<file path="config.mk">
export PLATFORM = sky130hd
export DESIGN_NAME = md5_chained_message_hash_core
export DESIGN_NICKNAME = d
export VERILOG_FILES = /design/src/rtl/md5ch_pkg.sv /design/src/rtl/md5ch_front.sv /design/src/rtl/md5ch_engine.sv /design/src/rtl/md5_chained_message_hash_core.sv
export VERILOG_INCLUDE_DIRS = /design/src /design/src/rtl
export SDC_FILE = /design/constraint.sdc
export NUM_CORES = 2
export LEC_CHECK = 0
export BUFFER_PORTS_ARGS = -buffer_cell sky130_fd_sc_hd__buf_2
export CAP_MARGIN = 20
export CORE_MARGIN = 8
export CORE_UTILIZATION = 39
export CTS_CLUSTER_DIAMETER = 120
export DETAILED_ROUTE_END_ITERATION = 10
export PLACE_DENSITY = 0.58
export REMOVE_ABC_BUFFERS = 1
export SLEW_MARGIN = 25
export SYNTH_ARGS = -nofsm -noshare
export SYNTH_HDL_FRONTEND = slang
export SYNTH_SLANG_ARGS = --single-unit
</file>
<file path="constraint.sdc">
create_clock -name aclk -period 14.8 [get_ports aclk]
set_clock_uncertainty 0.05 [all_clocks]
set_input_delay 0.74 -clock aclk [delete_from_list [all_inputs] [get_ports aclk]]
set_output_delay 0.74 -clock aclk [all_outputs]
set_load 0.02 [all_outputs]
</file>
<file path="src/rtl/assert_macros.svh">
// Assertion macros shared by the hash core modules.
// Each macro expects a clock named aclk and an active-low reset named aresetn in scope.
`ifndef ASSERT_MACROS_SVH
`define ASSERT_MACROS_SVH
// Implication check: whenever ante holds, cons must hold in the same cycle.
`define ASSERT_IMPLY(label, ante, cons, msg) \
    label: assert property (@(posedge aclk) disable iff (!aresetn) (ante) |-> (cons)) \
        else $error(msg);
// Next-cycle check: whenever ante holds, cons must hold in the cycle after.
`define ASSERT_NEXT(label, ante, cons, msg) \
    label: assert property (@(posedge aclk) disable iff (!aresetn) (ante) |=> (cons)) \
        else $error(msg);
`endif

</file>
<file path="src/rtl/md5ch_pkg.sv">
// Package for the chained MD5 hash core: item codes, queue types and round tables.
// Depends on nothing; used by every module of the core.
`default_nettype none
package md5ch_pkg;

    localparam logic [1:0] OP_RESET = 2'd0;
    localparam logic [1:0] OP_DATA  = 2'd1;
    localparam logic [1:0] OP_END   = 2'd2;

    localparam int QUEUE_DEPTH = 4;
    localparam int QUEUE_AW    = $clog2(QUEUE_DEPTH);

    localparam logic [31:0] IV_A = 32'h67452301;
    localparam logic [31:0] IV_B = 32'hefcdab89;
    localparam logic [31:0] IV_C = 32'h98badcfe;
    localparam logic [31:0] IV_D = 32'h10325476;
    localparam logic [7:0]  PAD_MARK = 8'h80;

    typedef struct packed {
        logic [1:0] opcode;
        logic [7:0] data_byte;
    } item_t;

    // Handshake between the front queue and the engine.
    typedef struct packed {
        logic  valid;
        item_t item;
    } queue_out_t;

    function automatic logic [31:0] round_k(input logic [5:0] rnd);
        logic [31:0] k;
        unique case (rnd)
            6'd0:  k = 32'hd76aa478; 6'd1:  k = 32'he8c7b756;
            6'd2:  k = 32'h242070db; 6'd3:  k = 32'hc1bdceee;
            6'd4:  k = 32'hf57c0faf; 6'd5:  k = 32'h4787c62a;
            6'd6:  k = 32'ha8304613; 6'd7:  k = 32'hfd469501;
            6'd8:  k = 32'h698098d8; 6'd9:  k = 32'h8b44f7af;
            6'd10: k = 32'hffff5bb1; 6'd11: k = 32'h895cd7be;
            6'd12: k = 32'h6b901122; 6'd13: k = 32'hfd987193;
            6'd14: k = 32'ha679438e; 6'd15: k = 32'h49b40821;
            6'd16: k = 32'hf61e2562; 6'd17: k = 32'hc040b340;
            6'd18: k = 32'h265e5a51; 6'd19: k = 32'he9b6c7aa;
            6'd20: k = 32'hd62f105d; 6'd21: k = 32'h02441453;
            6'd22: k = 32'hd8a1e681; 6'd23: k = 32'he7d3fbc8;
            6'd24: k = 32'h21e1cde6; 6'd25: k = 32'hc33707d6;
            6'd26: k = 32'hf4d50d87; 6'd27: k = 32'h455a14ed;
            6'd28: k = 32'ha9e3e905; 6'd29: k = 32'hfcefa3f8;
            6'd30: k = 32'h676f02d9; 6'd31: k = 32'h8d2a4c8a;
            6'd32: k = 32'hfffa3942; 6'd33: k = 32'h8771f681;
            6'd34: k = 32'h6d9d6122; 6'd35: k = 32'hfde5380c;
            6'd36: k = 32'ha4beea44; 6'd37: k = 32'h4bdecfa9;
            6'd38: k = 32'hf6bb4b60; 6'd39: k = 32'hbebfbc70;
            6'd40: k = 32'h289b7ec6; 6'd41: k = 32'heaa127fa;
            6'd42: k = 32'hd4ef3085; 6'd43: k = 32'h04881d05;
            6'd44: k = 32'hd9d4d039; 6'd45: k = 32'he6db99e5;
            6'd46: k = 32'h1fa27cf8; 6'd47: k = 32'hc4ac5665;
            6'd48: k = 32'hf4292244; 6'd49: k = 32'h432aff97;
            6'd50: k = 32'hab9423a7; 6'd51: k = 32'hfc93a039;
            6'd52: k = 32'h655b59c3; 6'd53: k = 32'h8f0ccc92;
            6'd54: k = 32'hffeff47d; 6'd55: k = 32'h85845dd1;
            6'd56: k = 32'h6fa87e4f; 6'd57: k = 32'hfe2ce6e0;
            6'd58: k = 32'ha3014314; 6'd59: k = 32'h4e0811a1;
            6'd60: k = 32'hf7537e82; 6'd61: k = 32'hbd3af235;
            6'd62: k = 32'h2ad7d2bb; 6'd63: k = 32'heb86d391;
            default: k = 32'h0;
        endcase
        return k;
    endfunction

    function automatic logic [4:0] rot_amt(input logic [5:0] rnd);
        logic [4:0] s;
        unique case ({rnd[5:4], rnd[1:0]})
            4'd0:  s = 5'd7;  4'd1:  s = 5'd12; 4'd2:  s = 5'd17; 4'd3:  s = 5'd22;
            4'd4:  s = 5'd5;  4'd5:  s = 5'd9;  4'd6:  s = 5'd14; 4'd7:  s = 5'd20;
            4'd8:  s = 5'd4;  4'd9:  s = 5'd11; 4'd10: s = 5'd16; 4'd11: s = 5'd23;
            4'd12: s = 5'd6;  4'd13: s = 5'd10; 4'd14: s = 5'd15; 4'd15: s = 5'd21;
            default: s = 5'd7;
        endcase
        return s;
    endfunction

    // Message word index; the round group offset drops out modulo 16.
    function automatic logic [3:0] msg_index(input logic [5:0] rnd);
        logic [3:0] j;
        logic [3:0] g;
        j = rnd[3:0];
        unique case (rnd[5:4])
            2'd0: g = j;
            2'd1: g = 4'((j << 2) + j + 4'd1);
            2'd2: g = 4'((j << 1) + j + 4'd5);
            2'd3: g = 4'((j << 3) - j);
            default: g = j;
        endcase
        return g;
    endfunction

    function automatic logic [31:0] round_f(input logic [1:0] grp, input logic [31:0] b,
                                            input logic [31:0] c, input logic [31:0] d);
        logic [31:0] f;
        unique case (grp)
            2'd0: f = (b & c) | (~b & d);
            2'd1: f = (d & b) | (~d & c);
            2'd2: f = b ^ c ^ d;
            2'd3: f = c ^ (b | ~d);
            default: f = b ^ c ^ d;
        endcase
        return f;
    endfunction

endpackage
`default_nettype wire

</file>
<file path="src/rtl/md5ch_front.sv">
// Front end of the hash core: accepts input words, drops unused codes, queues the rest.
// Depends on md5ch_pkg and assert_macros.svh.
`default_nettype none
`include "assert_macros.svh"
module md5ch_front (
    input  wire logic               aclk,
    input  wire logic               aresetn,
    input  wire logic               s_tvalid,
    output logic                    s_tready,
    input  wire md5ch_pkg::item_t   s_item,
    output md5ch_pkg::queue_out_t   q_out,
    input  wire logic               q_pop
);

    md5ch_pkg::item_t queue_mem [md5ch_pkg::QUEUE_DEPTH];
    logic [md5ch_pkg::QUEUE_AW-1:0] wr_ptr_reg, rd_ptr_reg;
    logic [md5ch_pkg::QUEUE_AW:0]   fill_reg, fill_next;
    logic accept, push, pop;

    assign s_tready = (fill_reg != (md5ch_pkg::QUEUE_AW+1)'(md5ch_pkg::QUEUE_DEPTH));
    assign accept   = s_tvalid && s_tready;
    // Opcode 3 means nothing: it is taken and discarded here.
    assign push     = accept && (s_item.opcode == md5ch_pkg::OP_RESET ||
                                 s_item.opcode == md5ch_pkg::OP_DATA ||
                                 s_item.opcode == md5ch_pkg::OP_END);
    assign pop      = q_pop && q_out.valid;

    assign q_out.valid = (fill_reg != '0);
    assign q_out.item  = queue_mem[rd_ptr_reg];

    always_comb begin
        fill_next = fill_reg;
        if (push && !pop) begin
            fill_next = fill_reg + 1'b1;
        end else if (pop && !push) begin
            fill_next = fill_reg - 1'b1;
        end
    end

    always_ff @(posedge aclk) begin
        if (!aresetn) begin
            wr_ptr_reg <= '0;
            rd_ptr_reg <= '0;
            fill_reg   <= '0;
        end else begin
            fill_reg <= fill_next;
            if (push) begin
                wr_ptr_reg <= wr_ptr_reg + 1'b1;
            end
            if (pop) begin
                rd_ptr_reg <= rd_ptr_reg + 1'b1;
            end
        end
    end

    always_ff @(posedge aclk) begin
        if (push) begin
            queue_mem[wr_ptr_reg] <= s_item;
        end
    end

    `ASSERT_IMPLY(a_fill_bound, 1'b1, fill_reg <= (md5ch_pkg::QUEUE_AW+1)'(md5ch_pkg::QUEUE_DEPTH), "queue overfilled")
    `ASSERT_NEXT(a_pop_moves_ptr, pop && !push, fill_reg == $past(fill_reg) - 1'b1, "pop lost")

endmodule
`default_nettype wire

</file>
<file path="src/rtl/md5ch_engine.sv">
// Back end of the hash core: block buffer, padding, 64-round compression, digest register.
// Depends on md5ch_pkg and assert_macros.svh.
`default_nettype none
`include "assert_macros.svh"
module md5ch_engine (
    input  wire logic                  aclk,
    input  wire logic                  aresetn,
    input  wire md5ch_pkg::queue_out_t q_in,
    output logic                       q_pop,
    output logic                       m_tvalid,
    input  wire logic                  m_tready,
    output logic [127:0]               m_tdata
);

    typedef enum logic [4:0] {
        ST_IDLE  = 5'b00001,
        ST_ROUND = 5'b00010,
        ST_ADD   = 5'b00100,
        ST_PAD2  = 5'b01000,
        ST_EMIT  = 5'b10000
    } state_t;

    state_t      state_reg, state_next;
    logic [31:0] chain_reg [4];
    logic [31:0] blk_reg [16];
    logic [31:0] count_reg;
    logic [31:0] a_reg, b_reg, c_reg, d_reg;
    logic [5:0]  rnd_reg;
    logic        last_reg, second_reg;
    logic        out_valid_reg;
    logic [127:0] out_data_reg;

    logic [5:0]  pos;
    logic [31:0] sum, rot_in;
    logic [63:0] rot_wide;
    logic [31:0] len_bits;
    logic        take;

    assign pos      = count_reg[5:0];
    assign len_bits = {count_reg[28:0], 3'b000};
    assign take     = (state_reg == ST_IDLE) && q_in.valid;
    assign q_pop    = take;
    assign m_tvalid = out_valid_reg;
    assign m_tdata  = out_data_reg;

    // One MD5 step per cycle.
    assign rot_in   = a_reg + md5ch_pkg::round_f(rnd_reg[5:4], b_reg, c_reg, d_reg)
                    + md5ch_pkg::round_k(rnd_reg) + blk_reg[md5ch_pkg::msg_index(rnd_reg)];
    assign rot_wide = {rot_in, rot_in} << md5ch_pkg::rot_amt(rnd_reg);
    assign sum      = b_reg + rot_wide[63:32];

    always_comb begin
        state_next = state_reg;
        unique case (state_reg)
            ST_IDLE: begin
                if (take && ((q_in.item.opcode == md5ch_pkg::OP_DATA && pos == 6'd63) ||
                             q_in.item.opcode == md5ch_pkg::OP_END)) begin
                    state_next = ST_ROUND;
                end
            end
            ST_ROUND: begin
                if (rnd_reg == 6'd63) begin
                    state_next = ST_ADD;
                end
            end
            ST_ADD: begin
                if (!last_reg) begin
                    state_next = ST_IDLE;
                end else if (second_reg) begin
                    state_next = ST_PAD2;
                end else begin
                    state_next = ST_EMIT;
                end
            end
            ST_PAD2: state_next = ST_ROUND;
            ST_EMIT: begin
                if (!out_valid_reg || m_tready) begin
                    state_next = ST_IDLE;
                end
            end
            default: state_next = ST_IDLE;
        endcase
    end

    always_ff @(posedge aclk) begin
        if (!aresetn) begin
            state_reg     <= ST_IDLE;
            chain_reg[0]  <= md5ch_pkg::IV_A;
            chain_reg[1]  <= md5ch_pkg::IV_B;
            chain_reg[2]  <= md5ch_pkg::IV_C;
            chain_reg[3]  <= md5ch_pkg::IV_D;
            count_reg     <= '0;
            rnd_reg       <= '0;
            last_reg      <= 1'b0;
            second_reg    <= 1'b0;
            out_valid_reg <= 1'b0;
        end else begin
            state_reg <= state_next;
            // A new digest may replace the one taken at this same edge.
            if (state_reg == ST_EMIT && (!out_valid_reg || m_tready)) begin
                out_valid_reg <= 1'b1;
            end else if (out_valid_reg && m_tready) begin
                out_valid_reg <= 1'b0;
            end
            unique case (state_reg)
                ST_IDLE: begin
                    if (take) begin
                        if (q_in.item.opcode == md5ch_pkg::OP_RESET) begin
                            chain_reg[0] <= md5ch_pkg::IV_A;
                            chain_reg[1] <= md5ch_pkg::IV_B;
                            chain_reg[2] <= md5ch_pkg::IV_C;
                            chain_reg[3] <= md5ch_pkg::IV_D;
                            count_reg    <= '0;
                        end else if (q_in.item.opcode == md5ch_pkg::OP_DATA) begin
                            count_reg <= count_reg + 32'd1;
                            last_reg  <= 1'b0;
                        end else begin
                            last_reg   <= 1'b1;
                            second_reg <= (pos >= 6'd56);
                        end
                    end
                end
                ST_ROUND: rnd_reg <= rnd_reg + 6'd1;
                ST_ADD: begin
                    chain_reg[0] <= chain_reg[0] + a_reg;
                    chain_reg[1] <= chain_reg[1] + b_reg;
                    chain_reg[2] <= chain_reg[2] + c_reg;
                    chain_reg[3] <= chain_reg[3] + d_reg;
                end
                ST_PAD2: second_reg <= 1'b0;
                ST_EMIT: begin
                    if (!out_valid_reg || m_tready) begin
                        count_reg <= '0;
                    end
                end
                default: ;
            endcase
        end
    end

    // Working variables load from the chain at each block start.
    always_ff @(posedge aclk) begin
        if (state_reg == ST_ROUND) begin
            a_reg <= d_reg;
            b_reg <= sum;
            c_reg <= b_reg;
            d_reg <= c_reg;
        end else begin
            a_reg <= chain_reg[0];
            b_reg <= chain_reg[1];
            c_reg <= chain_reg[2];
            d_reg <= chain_reg[3];
        end
        if (state_reg == ST_EMIT && (!out_valid_reg || m_tready)) begin
            out_data_reg <= {chain_reg[3], chain_reg[2], chain_reg[1], chain_reg[0]};
        end
    end

    // Block buffer: byte writes for data, padding from the end byte on, full rewrite in ST_PAD2.
    always_ff @(posedge aclk) begin
        for (int i = 0; i < 16; i++) begin
            if (take && q_in.item.opcode == md5ch_pkg::OP_DATA && pos[5:2] == 4'(i)) begin
                blk_reg[i][pos[1:0]*8 +: 8] <= q_in.item.data_byte;
            end else if (take && q_in.item.opcode == md5ch_pkg::OP_END) begin
                if (pos < 6'd56 && i == 14) begin
                    blk_reg[i] <= len_bits;
                end else if (pos < 6'd56 && i == 15) begin
                    blk_reg[i] <= '0;
                end else if (pos[5:2] == 4'(i)) begin
                    for (int k = 0; k < 4; k++) begin
                        if (pos[1:0] == 2'(k)) begin
                            blk_reg[i][k*8 +: 8] <= md5ch_pkg::PAD_MARK;
                        end else if (pos[1:0] < 2'(k)) begin
                            blk_reg[i][k*8 +: 8] <= 8'h00;
                        end
                    end
                end else if (pos[5:2] < 4'(i)) begin
                    blk_reg[i] <= '0;
                end
            end else if (state_reg == ST_PAD2) begin
                blk_reg[i] <= (i == 14) ? len_bits : 32'h0;
            end
        end
    end

    `ASSERT_IMPLY(a_add_after_last_round, state_reg == ST_ADD, rnd_reg == 6'd0, "round count off")
    `ASSERT_NEXT(a_emit_sets_valid, state_reg == ST_EMIT && (!out_valid_reg || m_tready), out_valid_reg && count_reg == 32'd0, "digest not presented")

endmodule
`default_nettype wire

</file>
<file path="src/rtl/md5_chained_message_hash_core.sv">
// Top level of the chained MD5 hash core: input queue front end and compression engine.
// Depends on md5ch_pkg, md5ch_front and md5ch_engine.
`default_nettype none
// Chained MD5 hash core. Each input word carries an opcode and a byte: opcode 0
// restores the chaining words to the MD5 initial values and drops any partial
// message, opcode 1 appends one message byte, opcode 2 ends the message, and
// opcode 3 is ignored. Ending a message pads it (0x80, zeros, 32-bit bit length),
// compresses the last one or two blocks and presents the four chaining words as
// one output word; the next message chains on from them. A data byte is stored in
// the block buffer; the 64th byte of a block also starts the compression: 64
// rounds, one per cycle on a single round unit, then the final add. An end word
// compresses the padded block, or two when the padding spills into a second block,
// then loads the digest register. The engine takes no new word before it is done. A
// four-word input queue takes words until full while the engine compresses, and
// the digest register holds its result while the engine goes on with later words.
module md5_chained_message_hash_core (
    input  wire logic         aclk,
    input  wire logic         aresetn,
    input  wire logic         s_tvalid,
    output logic              s_tready,
    input  wire logic [15:0]  s_tdata,   // [1:0] opcode, [9:2] data_byte, [15:10] zero
    output logic              m_tvalid,
    input  wire logic         m_tready,
    output logic [127:0]      m_tdata    // [31:0] digest_a, [63:32] digest_b,
                                         // [95:64] digest_c, [127:96] digest_d
);

    md5ch_pkg::item_t      s_item;
    md5ch_pkg::queue_out_t q_out;
    logic                  q_pop;

    assign s_item.opcode    = s_tdata[1:0];
    assign s_item.data_byte = s_tdata[9:2];

    md5ch_front u_front (
        .aclk     (aclk),
        .aresetn  (aresetn),
        .s_tvalid (s_tvalid),
        .s_tready (s_tready),
        .s_item   (s_item),
        .q_out    (q_out),
        .q_pop    (q_pop)
    );

    md5ch_engine u_engine (
        .aclk     (aclk),
        .aresetn  (aresetn),
        .q_in     (q_out),
        .q_pop    (q_pop),
        .m_tvalid (m_tvalid),
        .m_tready (m_tready),
        .m_tdata  (m_tdata)
    );

endmodule
`default_nettype wire

</file>
==> metrics.md <==
| Metric | Value |
|---|---|
| Max Cap Viol | `0` |
| Clock root buffer | `clkbuf_16` |
| # resized after CTS | `0` |
| CP Max Fanout | `54` |
| Remaining global-route overflow | `0` |
| Die area | `162100 um2` |
| Max incr delay on CP | `0.73 ns` |
| Power share of the sequential group | `29.3%` |
| Gate power share | `48.7%` |
| Fin crit share | `86.28%` |
| Layout Nets | `6065` |
| DP HPWL | `132000 um` |
| CP endpoint kind | `flop` |
| Psw | `5522 uW` |
| Synth Area per Inst | `10.16 um2` |
| Fin. Hold Viols | `0` |
| Core Footprint | `149100 um2` |
| Worst-Skew Late Latency | `0.75 ns` |
| Setup_tns | `0 ns` |
| CTS buffer count | `111` |
| Vias per inst | `5.758` |
| Final WL | `185000 um` |
| Switching Share | `41.37%` |
| Share of cells above drive strength 1 | `11.59%` |
| Commonest non-fill, non-tap cell in the layout | `nor2_1` |
| Most frequent cells in the layout | `nor2_1 (797), edfxtp_1 (748), nand2_1 (710), a21oi_1 (384), o21ai_0 (307)` |
| Fin cells | `7797` |
| Most common flop cell mapped by yosys | `edfxtp_1` |
| Internal | `7825 uW` |
| Worst Hold Class | `in2reg` |
| Post-Synthesis Cell Area | `58290 um2` |
| Number of synthesized register bits | `1025` |
| Overall power | `13350 uW` |
| Status | `completed` |
| Area growth syn-to-layout | `11.26%` |
| Vias in the first global route | `43290` |
| Largest net degree at the start of global routing | `96` |
| CP startpoint kind | `flop` |
| CTS tree | `yes` |
| Die width | `402.6 um` |
| CTS Hold Bufs | `0` |
| ANT nets after route | `0` |
| Power per cell area | `205.8 nW/um2` |
| Register area share after synthesis | `48.05%` |
| Max Clk Rate | `78.31 MHz` |
| I/O Buffers | `143` |
| Clk slew on worst S/H paths | `0.06 ns` |
| Crit Path Category | `reg2reg` |
| Final Max Slew Viols | `0` |
| Post-CTS Setup Inserts | `0` |
| WP buf/inv | `6` |
| Drt pass-1 iters | `9` |
| I/O pin count | `150` |
| Initial antenna violation count | `4` |
| First-pass GRT wire length | `274700 um` |
| Fin crit period | `12.77 ns` |
| RSZ-0062 raised after global routing | `no` |
| DR iter-0 viols | `4338` |
| Max VDD drop | `0.0001317 V` |
| Row count | `142` |
| Req. time, crit path | `15.33 ns` |
| CP max stage cell | `a2111oi_0` |
| # clock sinks | `1025` |
| Max clock buf depth | `3` |
| Placement-stage worst setup slack | `2.088 ns` |
| GRT Resource Usage Total | `21.93%` |
| Placer Congestion | `1.020` |
| Post-route setup slack | `2.030 ns` |
| Pleak | `0.02605 uW` |
| YS warnings | `0` |
| Die Height | `402.6 um` |
| Inst Count DP | `7583` |
| Tightest Pin Transition | `1.160 ns` |
| Via count | `44900` |
| Largest register FFs | `512` |
| Max_slew headroom | `21.85%` |
| Syn Inst Count | `5736` |
| Htree depth | `3` |
| EDFF count, synth | `748` |
| WL/cell | `23.72 um` |
| Util after Layout | `43.50%` |
| Initial Utilization | `39.10%` |
| Family with the most delay on the worst path | `compound AO/OA/AOI/OAI gates` |
| DRC Markers | `0` |
| Fillers | `14170` |
| Distinct cells, synth | `90` |
| Setup violators final | `0` |
| Clock power frac | `22.0%` |
| Most used cell, CP | `a211oi_1` |
| Arr. time, crit path | `13.30 ns` |
| Async SR Flop Fraction | `0%` |
per-stage QoR:
step	hold WS, ns	cell area [um2]
after detailed placement	0.4135	60990
after floorplan	0.3877	57060
after global placement	0.4132	60970
after CTS	0.09839	64810
after global routing	0.1185	64840
final	0.1486	64850
metal layers:
layer | vias to the layer above | global-route usage (%) | routed length (um)
met2 | 1748 | 36.71 | 88120
li1 | 20810 | - | -
met1 | 21960 | 28.50 | 75990
met3 | 386 | 3.963 | 13430
met4 | 0 | 7.928 | 7437
met5 | - | 0 | 0
Yosys cell counts (36+ instances only):
cell type	n	area (um2)
o21ai_0	318	1592
nand2b_1	49	306.5
mux2_2	55	619.3
nand2_1	715	2684
buf_1	46	172.7
fa_1	69	1381
mux4_2	148	3333
ha_1	224	2803
dfxtp_1	277	5545
xor2_1	123	1077
a21oi_1	385	1927
nor2_1	800	3003
edfxtp_1	748	22460
a31oi_1	75	469.2
xnor2_1	99	867.1
nor2b_1	36	225.2
o211ai_1	61	457.9
inv_1	262	983.4
clkbuf_1	265	994.7
a21o_1	100	750.7
nand3_1	112	560.5
a211oi_1	62	465.5
mux2i_1	101	1011
nor3_1	60	300.3
logic make-up after synthesis:
group / count (synthesis) / synth area share [%]
XOR/XNOR: 225 / 3.432
adder cells (fa/ha/maj): 322 / 7.676
flip-flops: 1025 / 48.05
multiplexers: 304 / 8.515
AO/OA/AOI/OAI: 1332 / 14.39
AND/OR/NAND/NOR: 1942 / 14.13
buffers and inverters: 586 / 3.808
worst register-to-register path, delay by kind of cell, from the launching register on:
family                     cells  cell delay (ns)
AOI/OAI and AO/OA             21             5.95
xor gates and xnor gates       2             0.31
adders and majority gates      6             2.57
buffers and inverters          6             1.30
DFF                            1             0.50
muxes                          3             1.16
and+or+nand+nor                5             0.79
layout make-up:
class	count	area, um2	share of cell area, %
Tap cell	1944	2432	3.751
Inverter	265	994.7	1.534
Multi-Input combinational cell	4125	28220	43.51
Clock buffer	146	2949	4.548
Clock inverter	65	878.3	1.354
Sequential cell	1025	28010	43.20
Timing Repair Buffer	224	1356	2.091
Antenna cell	3	7.507	0.01158
power by group through the flow:
stage / Clock (uW) / Combinational (uW) / Sequential [uW]
finish: 2940 / 6490 / 3910
global placement: 0 / 6340 / 3960
floorplan: 0 / 4490 / 3880
detailed placement: 0 / 6420 / 3970
CTS: 2990 / 6460 / 3910
global route: 3100 / 7100 / 3950
path summary, 6_finish.rpt:
path                                     from                                 to  slack (ns)  depth (start not counted)
max          u_engine.rnd_reg[0]$_SDFFE_PN0P_         u_engine.b_reg[30]$_DFF_P_        2.03                         43
min                                s_tdata[4]  u_front.queue_mem[0][2]$_DFFE_PP_        0.15                          1
max reg2reg  u_engine.rnd_reg[0]$_SDFFE_PN0P_         u_engine.b_reg[30]$_DFF_P_        2.03                         43
min reg2reg    u_engine.last_reg$_SDFFE_PN0P_     u_engine.last_reg$_SDFFE_PN0P_        0.43                          2
No activity file was read; power rests on OpenSTA's default activity.
